===== src/rtl/abcg_pkg.sv =====
// Shared types, constants and register indexes for the animated border color generator.
`default_nettype none

package abcg_pkg;

  localparam int COORD_BITS  = 16;
  localparam int PHASE_CYCLE = 10000;
  localparam int PH_W        = $clog2(PHASE_CYCLE);

  localparam int TIME_W   = 32;
  localparam int SPEED_W  = 16;
  localparam int THICK_W  = 8;
  localparam int SCREEN_W = 15;
  localparam int COLOR_W  = 32;

  localparam int PROD_W = TIME_W + SPEED_W;
  localparam int STEP_W = PROD_W - 8;
  localparam int SUM_W  = STEP_W + 1;

  localparam int HUE_W    = 11;
  localparam int XQ_W     = PH_W + 2;
  localparam int RECIP_K  = XQ_W + 9 + PH_W;
  localparam int RECIP_W  = RECIP_K - PH_W + 2;
  localparam logic [63:0] RECIP_FULL =
    ((64'd1 << RECIP_K) + 64'(PHASE_CYCLE) - 64'd1) / 64'(PHASE_CYCLE);
  localparam logic [RECIP_W-1:0] RECIP = RECIP_FULL[RECIP_W-1:0];

  localparam int CMP_W = ((COORD_BITS > SCREEN_W) ? COORD_BITS : SCREEN_W) + 1;

  localparam logic [7:0] PULSE_MAX = 8'd175;
  localparam logic [7:0] ALPHA     = 8'hFF;

  localparam int CFG_IDX_W  = 3;
  localparam int CFG_DATA_W = 16;

  localparam logic [CFG_IDX_W-1:0] CFG_PALETTE = 3'd0;
  localparam logic [CFG_IDX_W-1:0] CFG_SPEED   = 3'd1;
  localparam logic [CFG_IDX_W-1:0] CFG_THICK   = 3'd2;
  localparam logic [CFG_IDX_W-1:0] CFG_SCR_W   = 3'd3;
  localparam logic [CFG_IDX_W-1:0] CFG_SCR_H   = 3'd4;

  localparam logic                RST_PALETTE = 1'b0;
  localparam logic [SPEED_W-1:0]  RST_SPEED   = 16'd2048;
  localparam logic [THICK_W-1:0]  RST_THICK   = 8'd3;
  localparam logic [SCREEN_W-1:0] RST_SCR_W   = 15'd1024;
  localparam logic [SCREEN_W-1:0] RST_SCR_H   = 15'd768;

  typedef logic signed [COORD_BITS-1:0] coord_t;

  typedef struct packed {
    logic                palette;
    logic [SPEED_W-1:0]  speed;
    logic [THICK_W-1:0]  thick;
    logic [SCREEN_W-1:0] scr_w;
    logic [SCREEN_W-1:0] scr_h;
  } cfg_t;

  typedef struct packed {
    coord_t x1;
    coord_t y1;
    coord_t x2;
    coord_t y2;
    coord_t cl;
    coord_t ct;
    coord_t cr;
    coord_t cb;
  } geom_t;

  typedef struct packed {
    coord_t               x1;
    coord_t               y1;
    coord_t               x2;
    coord_t               y2;
    coord_t               x1h;
    coord_t               x2h;
    coord_t               y1v;
    coord_t               y2v;
    logic [COLOR_W-1:0]   color;
    coord_t               cl;
    coord_t               ct;
    coord_t               cr;
    coord_t               cb;
  } frame_t;

  typedef enum logic [1:0] {
    PIECE_LEFT,
    PIECE_TOP,
    PIECE_BOTTOM,
    PIECE_RIGHT
  } piece_t;

endpackage

`default_nettype wire


===== src/rtl/abcg_if.sv =====
// Channel interfaces: frame input, border piece output and register write port.
`default_nettype none

interface abcg_in_if;
  import abcg_pkg::*;
  logic                valid;
  logic                ready;
  logic                active;
  logic [TIME_W-1:0]   game_time;
  coord_t              win_left;
  coord_t              win_top;
  coord_t              win_right;
  coord_t              win_bottom;
  coord_t              clip_left;
  coord_t              clip_top;
  coord_t              clip_rgt;
  coord_t              clip_btm;

  modport source(output valid, active, game_time, win_left, win_top, win_right,
                 win_bottom, clip_left, clip_top, clip_rgt, clip_btm,
                 input ready);
  modport sink(input valid, active, game_time, win_left, win_top, win_right,
               win_bottom, clip_left, clip_top, clip_rgt, clip_btm,
               output ready);
endinterface

interface abcg_out_if;
  import abcg_pkg::*;
  logic                valid;
  logic                ready;
  coord_t              rect_left;
  coord_t              rect_top;
  coord_t              rect_right;
  coord_t              rect_bottom;
  logic [COLOR_W-1:0]  color;
  coord_t              out_clip_left;
  coord_t              out_clip_top;
  coord_t              out_clip_rgt;
  coord_t              out_clip_btm;
  logic                last_rect;

  modport source(output valid, rect_left, rect_top, rect_right, rect_bottom, color,
                 out_clip_left, out_clip_top, out_clip_rgt, out_clip_btm,
                 last_rect, input ready);
  modport sink(input valid, rect_left, rect_top, rect_right, rect_bottom, color,
               out_clip_left, out_clip_top, out_clip_rgt, out_clip_btm,
               last_rect, output ready);
endinterface

interface abcg_cfg_if;
  import abcg_pkg::*;
  logic                  valid;
  logic                  ready;
  logic [CFG_IDX_W-1:0]  index;
  logic [CFG_DATA_W-1:0] data;

  modport source(output valid, index, data, input ready);
  modport sink(input valid, index, data, output ready);
endinterface

`default_nettype wire


===== src/rtl/animated_border_color_generator_top.sv =====
// Top level of the animated border color generator with its register file.
`default_nettype none

// Each input word is one frame. An inactive frame clears the color phase and
// produces nothing; an active frame produces four border rectangle words in the
// order left, top, bottom, right, all carrying the same ARGB color and clip
// rectangle, with last_rect set on the fourth. A frame passes a five-stage
// front pipeline (time delta, speed multiply, phase update, reciprocal
// multiply for the hue index, color lookup) and waits in a two-entry queue;
// the emitter then sends one rectangle per cycle while the output is ready.
// Inactive frames are accepted at one per cycle while the front pipeline is
// not stalled by a full queue. Register writes are always accepted and take
// effect on the next cycle; write them only while idle.
module animated_border_color_generator_top (
  input  wire logic  clk,
  input  wire logic  rst_n,
  abcg_in_if.sink    in_chan,
  abcg_out_if.source out_chan,
  abcg_cfg_if.sink   cfg_chan
);
  import abcg_pkg::*;

  cfg_t    cfg_r;
  logic    q_full;
  logic    q_push;
  frame_t  q_data;
  logic    q_pop;
  logic    head_valid;
  frame_t  head;

  assign cfg_chan.ready = 1'b1;

  always_ff @(posedge clk) begin
    if (!rst_n) begin
      cfg_r.palette <= RST_PALETTE;
      cfg_r.speed   <= RST_SPEED;
      cfg_r.thick   <= RST_THICK;
      cfg_r.scr_w   <= RST_SCR_W;
      cfg_r.scr_h   <= RST_SCR_H;
    end else if (cfg_chan.valid) begin
      case (cfg_chan.index)
        CFG_PALETTE: cfg_r.palette <= cfg_chan.data[0];
        CFG_SPEED:   cfg_r.speed   <= cfg_chan.data[SPEED_W-1:0];
        CFG_THICK:   cfg_r.thick   <= cfg_chan.data[THICK_W-1:0];
        CFG_SCR_W:   cfg_r.scr_w   <= cfg_chan.data[SCREEN_W-1:0];
        CFG_SCR_H:   cfg_r.scr_h   <= cfg_chan.data[SCREEN_W-1:0];
        default: ;
      endcase
    end
  end

  abcg_front u_front (
    .clk     (clk),
    .rst_n   (rst_n),
    .cfg     (cfg_r),
    .in_chan (in_chan),
    .q_full  (q_full),
    .q_push  (q_push),
    .q_data  (q_data)
  );

  abcg_queue u_queue (
    .clk        (clk),
    .rst_n      (rst_n),
    .push       (q_push),
    .push_data  (q_data),
    .full       (q_full),
    .pop        (q_pop),
    .head_valid (head_valid),
    .head       (head)
  );

  abcg_back u_back (
    .clk        (clk),
    .rst_n      (rst_n),
    .head       (head),
    .head_valid (head_valid),
    .pop        (q_pop),
    .out_chan   (out_chan)
  );

endmodule

`default_nettype wire


===== src/rtl/abcg_front.sv =====
// Front pipeline: phase tracking, color lookup and border geometry per frame.
`default_nettype none

module abcg_front (
  input  wire logic            clk,
  input  wire logic            rst_n,
  input  wire abcg_pkg::cfg_t  cfg,
  abcg_in_if.sink              in_chan,
  input  wire logic            q_full,
  output logic                 q_push,
  output abcg_pkg::frame_t     q_data
);
  import abcg_pkg::*;

  logic                    adv;
  logic                    acc;

  logic [TIME_W-1:0]       last_time_r;
  logic                    seen_r;
  logic [PH_W-1:0]         phase_r;

  logic                    v1_r, v2_r, v3_r, v4_r, v5_r;
  logic                    act1_r, act2_r, act3_r, act4_r, act5_r;

  logic [TIME_W-1:0]       delta_c;
  logic [TIME_W-1:0]       delta1_r;
  geom_t                   geom_c;
  geom_t                   geom1_r;

  logic [PROD_W-1:0]       prod2_r;
  geom_t                   geom2_r;
  logic [THICK_W-1:0]      ht2_r;
  logic [THICK_W-1:0]      vt2_r;
  logic [COORD_BITS:0]     dx_c;
  logic [COORD_BITS:0]     dy_c;
  logic [COORD_BITS-1:0]   thick_ext;

  logic [SUM_W-1:0]        sum_c;
  logic [XQ_W-1:0]         xq_c;
  logic [XQ_W-1:0]         xq3_r;
  frame_t                  fr3_r;

  logic [XQ_W+RECIP_W-1:0] recip_prod;
  logic [HUE_W-1:0]        n4_r;
  frame_t                  fr4_r;

  logic [7:0]              ofs;
  logic [2:0]              region;
  logic [15:0]             s_prod;
  logic [7:0]              s_val;
  logic [7:0]              s_inv;
  logic [COLOR_W-1:0]      color_c;
  frame_t                  fr5_nxt;
  frame_t                  fr5_r;

  logic signed [CMP_W-1:0] cr_wide;
  logic signed [CMP_W-1:0] cb_wide;
  logic signed [CMP_W-1:0] sw_wide;
  logic signed [CMP_W-1:0] sh_wide;

  assign adv           = !(v5_r && act5_r && q_full);
  assign in_chan.ready = adv;
  assign acc           = in_chan.valid && adv;
  assign q_push        = adv && v5_r && act5_r;
  assign q_data        = fr5_r;

  // sample stage: time delta, corner sort, clip limits
  always_comb begin
    delta_c = seen_r ? (in_chan.game_time - last_time_r) : '0;

    geom_c.x1 = (in_chan.win_left > in_chan.win_right) ? in_chan.win_right : in_chan.win_left;
    geom_c.x2 = (in_chan.win_left > in_chan.win_right) ? in_chan.win_left : in_chan.win_right;
    geom_c.y1 = (in_chan.win_top > in_chan.win_bottom) ? in_chan.win_bottom : in_chan.win_top;
    geom_c.y2 = (in_chan.win_top > in_chan.win_bottom) ? in_chan.win_top : in_chan.win_bottom;
    geom_c.cl = in_chan.clip_left;
    geom_c.ct = in_chan.clip_top;

    cr_wide = CMP_W'(in_chan.clip_rgt);
    cb_wide = CMP_W'(in_chan.clip_btm);
    sw_wide = signed'({{(CMP_W-SCREEN_W){1'b0}}, cfg.scr_w});
    sh_wide = signed'({{(CMP_W-SCREEN_W){1'b0}}, cfg.scr_h});
    geom_c.cr = (cr_wide > sw_wide) ? coord_t'(sw_wide[COORD_BITS-1:0]) : in_chan.clip_rgt;
    geom_c.cb = (cb_wide > sh_wide) ? coord_t'(sh_wide[COORD_BITS-1:0]) : in_chan.clip_btm;
  end

  // thickness stage: half extent limited by the configured thickness
  always_comb begin
    thick_ext = COORD_BITS'(cfg.thick);
    dx_c = {geom1_r.x2[COORD_BITS-1], geom1_r.x2} - {geom1_r.x1[COORD_BITS-1], geom1_r.x1};
    dy_c = {geom1_r.y2[COORD_BITS-1], geom1_r.y2} - {geom1_r.y1[COORD_BITS-1], geom1_r.y1};
  end

  // phase stage: advance, restart from zero on reaching the cycle length
  always_comb begin
    sum_c = SUM_W'(phase_r) + SUM_W'(prod2_r[PROD_W-1:8]);
    xq_c  = cfg.palette ? (XQ_W'(phase_r) + XQ_W'({phase_r, 1'b0})) : XQ_W'(phase_r);
  end

  assign recip_prod = xq3_r * RECIP;

  // color stage
  always_comb begin
    ofs     = n4_r[7:0];
    region  = n4_r[HUE_W-1:8];
    s_prod  = 16'(ofs) * 16'(PULSE_MAX);
    s_val   = s_prod[15:8];
    s_inv   = PULSE_MAX - s_val;
    color_c = {ALPHA, 24'h000000};
    if (cfg.palette) begin
      case (region)
        3'd0:    color_c = {ALPHA, 8'hFF, ofs, 8'h00};
        3'd1:    color_c = {ALPHA, 8'hFF - ofs, 8'hFF, 8'h00};
        3'd2:    color_c = {ALPHA, 8'h00, 8'hFF, ofs};
        3'd3:    color_c = {ALPHA, 8'h00, 8'hFF - ofs, 8'hFF};
        3'd4:    color_c = {ALPHA, ofs, 8'h00, 8'hFF};
        3'd5:    color_c = {ALPHA, 8'hFF, 8'h00, 8'hFF - ofs};
        default: color_c = {ALPHA, 24'h000000};
      endcase
    end else begin
      case (region)
        3'd0:    color_c = {ALPHA, 8'hFF, s_val, s_val};
        3'd1:    color_c = {ALPHA, 8'hFF, s_inv, s_inv};
        default: color_c = {ALPHA, 24'h000000};
      endcase
    end
  end

  always_comb begin
    fr5_nxt       = fr4_r;
    fr5_nxt.color = color_c;
  end

  always_ff @(posedge clk) begin
    if (!rst_n) begin
      v1_r        <= 1'b0;
      v2_r        <= 1'b0;
      v3_r        <= 1'b0;
      v4_r        <= 1'b0;
      v5_r        <= 1'b0;
      seen_r      <= 1'b0;
      last_time_r <= '0;
      phase_r     <= '0;
    end else begin
      if (adv) begin
        v1_r <= in_chan.valid;
        v2_r <= v1_r;
        v3_r <= v2_r;
        v4_r <= v3_r;
        v5_r <= v4_r;
      end
      if (acc && in_chan.active) begin
        seen_r      <= 1'b1;
        last_time_r <= in_chan.game_time;
      end
      if (adv && v2_r) begin
        if (!act2_r || (sum_c >= SUM_W'(PHASE_CYCLE))) begin
          phase_r <= '0;
        end else begin
          phase_r <= sum_c[PH_W-1:0];
        end
      end
    end
  end

  always_ff @(posedge clk) begin
    if (adv) begin
      act1_r   <= in_chan.active;
      delta1_r <= delta_c;
      geom1_r  <= geom_c;

      act2_r  <= act1_r;
      prod2_r <= delta1_r * cfg.speed;
      geom2_r <= geom1_r;
      ht2_r   <= (dx_c[COORD_BITS:1] > thick_ext) ? cfg.thick : dx_c[THICK_W:1];
      vt2_r   <= (dy_c[COORD_BITS:1] > thick_ext) ? cfg.thick : dy_c[THICK_W:1];

      act3_r       <= act2_r;
      xq3_r        <= xq_c;
      fr3_r.x1     <= geom2_r.x1;
      fr3_r.y1     <= geom2_r.y1;
      fr3_r.x2     <= geom2_r.x2;
      fr3_r.y2     <= geom2_r.y2;
      fr3_r.x1h    <= geom2_r.x1 + coord_t'(ht2_r);
      fr3_r.x2h    <= geom2_r.x2 - coord_t'(ht2_r);
      fr3_r.y1v    <= geom2_r.y1 + coord_t'(vt2_r);
      fr3_r.y2v    <= geom2_r.y2 - coord_t'(vt2_r);
      fr3_r.color  <= '0;
      fr3_r.cl     <= geom2_r.cl;
      fr3_r.ct     <= geom2_r.ct;
      fr3_r.cr     <= geom2_r.cr;
      fr3_r.cb     <= geom2_r.cb;

      act4_r <= act3_r;
      n4_r   <= recip_prod[RECIP_K-9 +: HUE_W];
      fr4_r  <= fr3_r;

      act5_r <= act4_r;
      fr5_r  <= fr5_nxt;
    end
  end

endmodule

`default_nettype wire


===== src/rtl/abcg_queue.sv =====
// Two-entry frame queue between the front pipeline and the piece emitter.
`default_nettype none

module abcg_queue (
  input  wire logic              clk,
  input  wire logic              rst_n,
  input  wire logic              push,
  input  wire abcg_pkg::frame_t  push_data,
  output logic                   full,
  input  wire logic              pop,
  output logic                   head_valid,
  output abcg_pkg::frame_t       head
);
  import abcg_pkg::*;

  frame_t      entry_r [2];
  logic        wr_ptr_r;
  logic        rd_ptr_r;
  logic [1:0]  count_r;
  logic [1:0]  count_nxt;

  assign full       = (count_r == 2'd2);
  assign head_valid = (count_r != 2'd0);
  assign head       = entry_r[rd_ptr_r];

  always_comb begin
    count_nxt = count_r;
    if (push && !pop) begin
      count_nxt = count_r + 2'd1;
    end else if (pop && !push) begin
      count_nxt = count_r - 2'd1;
    end
  end

  always_ff @(posedge clk) begin
    if (!rst_n) begin
      wr_ptr_r <= 1'b0;
      rd_ptr_r <= 1'b0;
      count_r  <= 2'd0;
    end else begin
      count_r <= count_nxt;
      if (push) begin
        wr_ptr_r <= !wr_ptr_r;
      end
      if (pop) begin
        rd_ptr_r <= !rd_ptr_r;
      end
    end
  end

  always_ff @(posedge clk) begin
    if (push) begin
      entry_r[wr_ptr_r] <= push_data;
    end
  end

endmodule

`default_nettype wire


===== src/rtl/abcg_back.sv =====
// Piece emitter: splits each queued frame into four border rectangles.
`default_nettype none

module abcg_back (
  input  wire logic              clk,
  input  wire logic              rst_n,
  input  wire abcg_pkg::frame_t  head,
  input  wire logic              head_valid,
  output logic                   pop,
  abcg_out_if.source             out_chan
);
  import abcg_pkg::*;

  piece_t              piece_r;
  logic                out_valid_r;
  logic                load;
  coord_t              left_c, top_c, right_c, bottom_c;
  coord_t              left_r, top_r, right_r, bottom_r;
  logic [COLOR_W-1:0]  color_r;
  coord_t              cl_r, ct_r, cr_r, cb_r;
  logic                last_r;

  assign load = head_valid && (!out_valid_r || out_chan.ready);
  assign pop  = load && (piece_r == PIECE_RIGHT);

  always_comb begin
    case (piece_r)
      PIECE_LEFT: begin
        left_c   = head.x1;
        top_c    = head.y1;
        right_c  = head.x1h;
        bottom_c = head.y2;
      end
      PIECE_TOP: begin
        left_c   = head.x1h;
        top_c    = head.y1;
        right_c  = head.x2h;
        bottom_c = head.y1v;
      end
      PIECE_BOTTOM: begin
        left_c   = head.x1h;
        top_c    = head.y2v;
        right_c  = head.x2h;
        bottom_c = head.y2;
      end
      default: begin
        left_c   = head.x2h;
        top_c    = head.y1;
        right_c  = head.x2;
        bottom_c = head.y2;
      end
    endcase
  end

  always_ff @(posedge clk) begin
    if (!rst_n) begin
      piece_r     <= PIECE_LEFT;
      out_valid_r <= 1'b0;
    end else begin
      if (load) begin
        piece_r     <= piece_t'(piece_r + 2'd1);
        out_valid_r <= 1'b1;
      end else if (out_chan.ready) begin
        out_valid_r <= 1'b0;
      end
    end
  end

  always_ff @(posedge clk) begin
    if (load) begin
      left_r   <= left_c;
      top_r    <= top_c;
      right_r  <= right_c;
      bottom_r <= bottom_c;
      color_r  <= head.color;
      cl_r     <= head.cl;
      ct_r     <= head.ct;
      cr_r     <= head.cr;
      cb_r     <= head.cb;
      last_r   <= (piece_r == PIECE_RIGHT);
    end
  end

  assign out_chan.valid         = out_valid_r;
  assign out_chan.rect_left     = left_r;
  assign out_chan.rect_top      = top_r;
  assign out_chan.rect_right    = right_r;
  assign out_chan.rect_bottom   = bottom_r;
  assign out_chan.color         = color_r;
  assign out_chan.out_clip_left = cl_r;
  assign out_chan.out_clip_top  = ct_r;
  assign out_chan.out_clip_rgt  = cr_r;
  assign out_chan.out_clip_btm  = cb_r;
  assign out_chan.last_rect     = last_r;

endmodule

`default_nettype wire

===== src/flat_wrapper.sv =====
// flat-port wrapper written by rule: the top's interface ports become plain ports
module animated_border_color_generator_top_flat import abcg_pkg::*;
  (clk, rst_n, in_chan_valid, in_chan_active, in_chan_game_time, in_chan_win_left, in_chan_win_top, in_chan_win_right, in_chan_win_bottom, in_chan_clip_left, in_chan_clip_top, in_chan_clip_rgt, in_chan_clip_btm, in_chan_ready, out_chan_valid, out_chan_rect_left, out_chan_rect_top, out_chan_rect_right, out_chan_rect_bottom, out_chan_color, out_chan_out_clip_left, out_chan_out_clip_top, out_chan_out_clip_rgt, out_chan_out_clip_btm, out_chan_last_rect, out_chan_ready, cfg_chan_valid, cfg_chan_index, cfg_chan_data, cfg_chan_ready);
  abcg_in_if in_chan_i ();
  abcg_out_if out_chan_i ();
  abcg_cfg_if cfg_chan_i ();
  input  wire logic clk;
  input  wire logic rst_n;
  input wire logic [$bits(in_chan_i.valid)-1:0] in_chan_valid;
  input wire logic [$bits(in_chan_i.active)-1:0] in_chan_active;
  input wire logic [$bits(in_chan_i.game_time)-1:0] in_chan_game_time;
  input wire logic [$bits(in_chan_i.win_left)-1:0] in_chan_win_left;
  input wire logic [$bits(in_chan_i.win_top)-1:0] in_chan_win_top;
  input wire logic [$bits(in_chan_i.win_right)-1:0] in_chan_win_right;
  input wire logic [$bits(in_chan_i.win_bottom)-1:0] in_chan_win_bottom;
  input wire logic [$bits(in_chan_i.clip_left)-1:0] in_chan_clip_left;
  input wire logic [$bits(in_chan_i.clip_top)-1:0] in_chan_clip_top;
  input wire logic [$bits(in_chan_i.clip_rgt)-1:0] in_chan_clip_rgt;
  input wire logic [$bits(in_chan_i.clip_btm)-1:0] in_chan_clip_btm;
  output wire logic [$bits(in_chan_i.ready)-1:0] in_chan_ready;
  output wire logic [$bits(out_chan_i.valid)-1:0] out_chan_valid;
  output wire logic [$bits(out_chan_i.rect_left)-1:0] out_chan_rect_left;
  output wire logic [$bits(out_chan_i.rect_top)-1:0] out_chan_rect_top;
  output wire logic [$bits(out_chan_i.rect_right)-1:0] out_chan_rect_right;
  output wire logic [$bits(out_chan_i.rect_bottom)-1:0] out_chan_rect_bottom;
  output wire logic [$bits(out_chan_i.color)-1:0] out_chan_color;
  output wire logic [$bits(out_chan_i.out_clip_left)-1:0] out_chan_out_clip_left;
  output wire logic [$bits(out_chan_i.out_clip_top)-1:0] out_chan_out_clip_top;
  output wire logic [$bits(out_chan_i.out_clip_rgt)-1:0] out_chan_out_clip_rgt;
  output wire logic [$bits(out_chan_i.out_clip_btm)-1:0] out_chan_out_clip_btm;
  output wire logic [$bits(out_chan_i.last_rect)-1:0] out_chan_last_rect;
  input wire logic [$bits(out_chan_i.ready)-1:0] out_chan_ready;
  input wire logic [$bits(cfg_chan_i.valid)-1:0] cfg_chan_valid;
  input wire logic [$bits(cfg_chan_i.index)-1:0] cfg_chan_index;
  input wire logic [$bits(cfg_chan_i.data)-1:0] cfg_chan_data;
  output wire logic [$bits(cfg_chan_i.ready)-1:0] cfg_chan_ready;
  assign in_chan_i.valid = in_chan_valid;
  assign in_chan_i.active = in_chan_active;
  assign in_chan_i.game_time = in_chan_game_time;
  assign in_chan_i.win_left = in_chan_win_left;
  assign in_chan_i.win_top = in_chan_win_top;
  assign in_chan_i.win_right = in_chan_win_right;
  assign in_chan_i.win_bottom = in_chan_win_bottom;
  assign in_chan_i.clip_left = in_chan_clip_left;
  assign in_chan_i.clip_top = in_chan_clip_top;
  assign in_chan_i.clip_rgt = in_chan_clip_rgt;
  assign in_chan_i.clip_btm = in_chan_clip_btm;
  assign in_chan_ready = in_chan_i.ready;
  assign out_chan_valid = out_chan_i.valid;
  assign out_chan_rect_left = out_chan_i.rect_left;
  assign out_chan_rect_top = out_chan_i.rect_top;
  assign out_chan_rect_right = out_chan_i.rect_right;
  assign out_chan_rect_bottom = out_chan_i.rect_bottom;
  assign out_chan_color = out_chan_i.color;
  assign out_chan_out_clip_left = out_chan_i.out_clip_left;
  assign out_chan_out_clip_top = out_chan_i.out_clip_top;
  assign out_chan_out_clip_rgt = out_chan_i.out_clip_rgt;
  assign out_chan_out_clip_btm = out_chan_i.out_clip_btm;
  assign out_chan_last_rect = out_chan_i.last_rect;
  assign out_chan_i.ready = out_chan_ready;
  assign cfg_chan_i.valid = cfg_chan_valid;
  assign cfg_chan_i.index = cfg_chan_index;
  assign cfg_chan_i.data = cfg_chan_data;
  assign cfg_chan_ready = cfg_chan_i.ready;
  animated_border_color_generator_top u_core (.clk(clk), .rst_n(rst_n), .in_chan(in_chan_i), .out_chan(out_chan_i), .cfg_chan(cfg_chan_i));
endmodule

===== config.mk =====
export PLATFORM = sky130hd
export DESIGN_NAME = animated_border_color_generator_top_flat
export DESIGN_NICKNAME = d
export VERILOG_FILES = /design/src/rtl/abcg_pkg.sv /design/src/rtl/abcg_if.sv /design/src/rtl/animated_border_color_generator_top.sv /design/src/rtl/abcg_front.sv /design/src/rtl/abcg_queue.sv /design/src/rtl/abcg_back.sv /design/src/flat_wrapper.sv
export SDC_FILE = /design/constraint.sdc
export NUM_CORES = 2
export LEC_CHECK = 0
export ABC_CLOCK_PERIOD_IN_PS = 49100
export BUFFER_PORTS_ARGS = -buffer_cell sky130_fd_sc_hd__clkbuf_2
export CAP_MARGIN = 20
export CORE_UTILIZATION = 60
export DETAILED_ROUTE_END_ITERATION = 6
export HOLD_SLACK_MARGIN = 0.08
export MAX_ROUTING_LAYER = met4
export PLACE_DENSITY = 0.78
export SLEW_MARGIN = 20
export SYNTH_ARGS = -nofsm -noshare
export SYNTH_HDL_FRONTEND = slang
export SYNTH_SLANG_ARGS = --single-unit

===== constraint.sdc =====
create_clock -name clk -period 49.1 [get_ports clk]
set_clock_uncertainty 0.2 [all_clocks]
set_input_delay 2.455 -clock clk [delete_from_list [all_inputs] [get_ports clk]]
set_output_delay 2.455 -clock clk [all_outputs]
set_load 0.005 [all_outputs]

### Word-level counts from Yosys, hierarchy flattened

Memory sizes are Yosys's and may differ from the RTL's. A register that Yosys moved wholly into a read port is not among the register bits.
Index checks and enable logic that the tools add are counted.

* multipliers: 3
* add/subtract/negate cells: 14
* reduce and logical (&&, ||, !) cells: 32
* order comparisons: 7
* equal/unequal tests: 13
* multiplexer cells: 25

Operator list (number)
* $pmux W24 S6: 1
* $mux W16: 6
* $gt A16 B16 Y1: 4
* $pmux W16 S2: 2
* $mul A32 B16 Y48: 1
* $pmux W24 S2: 1
* $add A14 B40 Y41: 1
* $ge A41 B14 Y1 const B: 1
* $mul A16 B25 Y40 const B: 1
* $sub A16 B16 Y17: 2
* $add A16 B9 Y16: 2
* $gt A16 B8 Y1: 2
* $mux W32: 1
* $sub A16 B9 Y16: 2
* $sub A32 B32 Y32: 1
* $mux W15: 2
* $mux W14: 2
* $add A14 B15 Y16: 1
* $mul A8 B8 Y16 const B: 1
* $mux W8: 2
* $sub A8 B8 Y8 const A: 2
* $eq A3 B2 Y1 const B: 4
* $logic_and A1 B1 Y1: 11
* $reduce_and A2 Y1: 5
* other kinds (14): 36

* output and inout port bits: 164
* memories: 1
* logic and storage cells: 190
* input bits: 185
* RAM bits: 448
* register bits after elaboration: 1267

Memory list
* u_core.u_queue.entry_r: depth 2, width 224, read ports 1, clocked after memory_dff 1, write ports 1, RTL line abcg_queue.sv:16 `frame_t entry_r [2];`

### Logic depth before layout (Yosys ltp)

* depth after elaboration: 9
* gate-level depth with buffers: 25
* gate-level depth less buffers: 24

### Modules after synthesis

From an unflattened synthesis, not the netlist that was laid out.

* cell total of the unflattened synthesis: 6556
* area total of the unflattened synthesis: 90989.8 um^2

By module, submodules not included
* abcg_front: sequential area each 30349.1 um^2, area each 65654.2 um^2, cells each 5300, instances 1
* abcg_queue: sequential area each 13553.0 um^2, area each 17038.8 um^2, cells each 719, instances 1
* abcg_back: sequential area each 4894.7 um^2, area each 6143.4 um^2, cells each 326, instances 1
* animated_border_color_generator_top: sequential area each 1101.1 um^2, area each 2153.3 um^2, cells each 211, instances 1

### Least setup slack after synthesis

Ideal clock, no wire load.

* path type: flip-flop to flip-flop
* start: register u_core.u_queue.count_r[0]
* end: register u_core.u_front.phase_r[11]
* required time: 48.780 ns
* path slack: 14.746 ns
* stages on the path, launching flop included: 7
* path buffers: 2
* data arrival time: 34.033 ns
* setup time: 0.120 ns
* path through: dfxtp_1 > nand4b_1 > clkbuf_1 > a21boi_0 > clkbuf_1 > nand2_1 > o21ai_2

* cells in the longest elaborated chain, start to end: 4

Ends and longest elaborated chain
* start: declaration: RTL line abcg_queue.sv:19 `logic [1:0] count_r;`
* start signal: assignment: RTL line abcg_queue.sv:41 `count_r <= count_nxt;`
* $eq A2 B2 Y1: RTL line abcg_queue.sv:22 `assign full = (count_r == 2'd2);`
* $logic_and A1 B1 Y1: RTL line abcg_front.sv:61 `assign adv = !(v5_r && act5_r && q_full);`
* $logic_not A1 Y1: RTL line abcg_front.sv:61
* via in_chan_ready: RTL line flat_wrapper.sv:20 `output wire logic [$bits(in_chan_i.ready)-1:0] in_chan_ready;`
* $logic_and A1 B1 Y1: RTL line abcg_front.sv:155 `if (adv && v2_r) begin`
* end signal: assignment: RTL line abcg_front.sv:159 `phase_r <= sum_c[PH_W-1:0];`
* end: declaration: RTL line abcg_front.sv:20 `logic [PH_W-1:0] phase_r;`

The timed path passes the listed nets, and every way through them passes these cells.
A chain may end at the register's enable or synchronous reset.

### Worst setup path after layout

* start: register u_core.cfg_r[40] (netlist name)
* end: register u_core.u_front.prod2_r[47] (data pin)

* cells in the longest elaborated chain, start to end: 1

Ends and longest elaborated chain
* start: declaration: RTL line animated_border_color_generator_top.sv:23 `cfg_t cfg_r;`
* $mul A32 B16 Y48: RTL line abcg_front.sv:172 `prod2_r <= delta1_r * cfg.speed;`
* end signal: assignment: RTL line abcg_front.sv:172
* end: declaration: RTL line abcg_front.sv:30 `logic [PROD_W-1:0] prod2_r;`

No other way between the ends.

==> flow_summary.toml <==
[pwr]
power_switching_uw = 752
p_comb_share_pct = 7.4
p_int_mw = 2.51
power_frac_seq_pct = 53.6
total_power_mw = 3.26
p_clk_share_pct = 39.1
p_sw_share_pct = 23.0
ir_drop_v = 0.0000327
leakage_nw = 40.6
p_per_area_mw_per_mm2 = 33.1

[logic_synthesis]
synth_area_leader_cell = "edfxtp_1"
synth_edf_count = 1561
yosys_register_bits = 1676
syn-instance-count = 6625
async_flop_share_pct = 0
ys_seq_area_share_pct = 55.1
synthTopCellsByCount = "1561 x edfxtp_1, 942 x inv_1, 596 x nand2_1"
synth.area.top_cells = "edfxtp_1 53%, fa_1 13%, ha_1 7.3%"
synth_top_area_share_pct = 52.5
netlist_area_mm2 = 0.0893
synth-warning-count = 0
syn_avg_cell_area_um2 = 13.5
synth_flop_cell = "edfxtp_1"
yosysMostFrequentCell = "edfxtp_1"
ys_types = 76

[global_route]
grt_max_degree = 183
gr-total-overflow = 0
track_usage_pct = 26.9
grt_pass1_wl_mm = 301
grt_pass1_vias = 52842
antenna_found_initial = 33

[worst_setup_path]
cpMostUsedCell = "fa_1"
endpoint_kind = "register"
path_cells = "buf_4 -> nand2_1 -> fa_1 -> fa_1 -> fa_1 -> inv_1 -> fa_1 -> fa_1 -> inv_1 -> fa_1 -> inv_1 -> ha_1 -> and4_1 -> a221oi_1 -> o21ai_0 -> o21ai_0 -> a21oi_1 -> a221o_1 -> a21o_1 -> o41ai_1 -> xnor2_1"
critPathLaunchType = "register"
crit_required_ns = 49.42
path_max_fanout = 21
path_buf_inv = 4
worstPathArrival_ns = 8.34
critPathSlowestCell = "o21ai_0"
worstSetupPathType = "reg2reg"
slowest_delay_ns = 0.60
critical_path.top_delay_family = "adder cells"

[sta]
rsz0062_at_grt = "false"
worst_slew_pin_slew_ns = 1.21
fmax_mhz = 125
report.final.slew_viol_count = 0
slew_headroom_pct = 19.0
hold_viol_final = 0
period_share_pct = 16.3
finalSetupViolations = 0
setup_tns_ns = 0
finalCriticalPeriod_ns = 8.03

[die]
ios = 349
fp-row-count = 141
core_area_mm2 = 0.148
dieArea_mm2 = 0.150
die_h_um = 388
start_util_pct = 60.4
die_x_um = 388

[clock_network]
root_buffer = "clkbuf_16"
post_cts_buffers = 0
cts_tree = "done"
htree_levels = 4
clk_path_buf_depth = 3
clock_latency_ns = 0.79
clkSinkCount = 1676
postCtsResizedCells = 0
clkTransAtPathRegs_ns = 0.06
cts_buffers = 162
cts_hold_buffers = 0

[cells_and_area]
nets = 8271
drive_gt1_share_pct = 13.3
syn2layout_area_growth_pct = 10.5
n_fill_cell = 10233

[min_path]
min_path_type = "reg2reg"

[drt]
via_per_inst = 5.71
route.vias.total = 51711
drc = 0
wire_per_inst_um = 21.5
first_iter_violations = 3987
routed_wl_mm = 195
ant_nets = 0
first_pass_iters = 6

[flow_run]
drv_cap = 0

[status]
outcome = "complete, no violations"

[placed_design]
gp_congestion = 0.963
io_buffers = 339
hpwl_mm = 136
registers in the layout, summed over array words and instances, names as in the netlist, 32 cells and up, named ones only:
| name | cells |
|---|---|
| u_core.u_queue.entry_r | 432 |
| u_core.u_front.q_data | 216 |
| u_core.u_front.fr3_r | 192 |
| u_core.u_front.fr4_r | 192 |
| u_core.u_front.geom1_r | 128 |
| u_core.u_front.geom2_r | 128 |
| u_core.cfg_r | 55 |
| u_core.u_front.prod2_r | 40 |
| u_core.u_front.delta1_r | 32 |
| u_core.u_front.last_time_r | 32 |
layout make-up:
| class | instances | area, µm² | area share [%] |
|---|---|---|---|
| inverters | 942 | 3540 | 3.58 |
| flip-flops and latches | 1676 | 49200 | 49.8 |
| repair buffers | 392 | 2160 | 2.19 |
| well taps | 1930 | 2410 | 2.45 |
| multi-input cells | 3795 | 35800 | 36.3 |
| diodes | 30 | 75.1 | 0.0761 |
| clock buffers | 201 | 4270 | 4.33 |
| clock inverters | 92 | 1260 | 1.28 |
layout by cell type, fill, tap and decap left out, types with 27 or more instances in the layout:
master	count
edfxtp_1	1561
diode_2	30
clkbuf_1	33
mux2i_1	29
o21a_1	39
and3_1	53
buf_4	47
xor2_1	68
nand2b_1	31
xnor2_1	123
and2_1	217
nand4_1	40
nor3_1	34
ha_1	521
mux4_2	32
o21ai_0	159
inv_1	942
clkbuf_2	338
nor2_1	190
nand2_1	596
clkinv_1	27
nor2b_1	74
or3_1	47
nand3_1	106
a21oi_1	145
fa_1	593
a21o_1	73
mux2_2	225
dfxtp_1	114
a221oi_1	73
a21boi_0	95
clkbuf_16	163
cell families after synthesis:
family                   synth area share (%)
AO/OA/AOI/OAI                            5.53
buffers and inverters                    4.94
flip-flops                               55.1
XOR/XNOR                                 1.87
other                                 0.00420
adder cells (fa/ha/maj)                  20.6
multiplexers                             4.11
AND/OR/NAND/NOR                          7.81
layer usage:
layer / wire length (µm) / part of all wire, % / vias to the layer above / track usage [%]
li1: - / - / 23577 / -
met1: 78700 / 40 / 25861 / 34.7
met2: 96400 / 49 / 1971 / 43.3
met3: 14900 / 7.6 / 302 / 5.43
met4: 4770 / 2.4 / 0 / 7.66
met5: 0 / 0 / - / -
metrics by stage:
step | util (%) | instance area [µm²] | hold WS (ns) | instances | setup WS [ns]
after floorplan | - | 89300 | 0.200 | 6633 | 14.75
after global placement | 63.0 | 93000 | 0.200 | 8734 | 41.30
after detailed placement | 63.0 | 93000 | 0.205 | 8734 | 41.16
after CTS | 66.7 | 98600 | 0.159 | 9027 | 41.12
after global routing | 66.8 | 98700 | 0.165 | 9052 | 40.85
final | 66.8 | 98700 | 0.162 | 9058 | 41.07
path summary, 6_finish.rpt:
kind / startpoint / end / slack, ns / cells after the start
max: u_core.cfg_r[40] / u_core.u_front.prod2_r[47] / 41.07 / 21
min: u_core.u_front.fr4_r[129] / u_core.u_front.q_data[129] / 0.16 / 0
max reg2reg: u_core.cfg_r[40] / u_core.u_front.prod2_r[47] / 41.07 / 21
min reg2reg: u_core.u_front.fr4_r[129] / u_core.u_front.q_data[129] / 0.16 / 0
power groups by stage:
| stage | Sequential [mW] | Combinational, mW | Clock [mW] |
|---|---|---|---|
| finish | 1.75 | 0.240 | 1.27 |
| global route | 1.76 | 0.268 | 1.35 |
| CTS | 1.75 | 0.240 | 1.30 |
| detailed placement | 1.77 | 0.235 | 0 |
| global placement | 1.76 | 0.226 | 0 |
| floorplan | 1.74 | 0.175 | 0 |
Note: power is estimated with default switching activity, not from simulation.
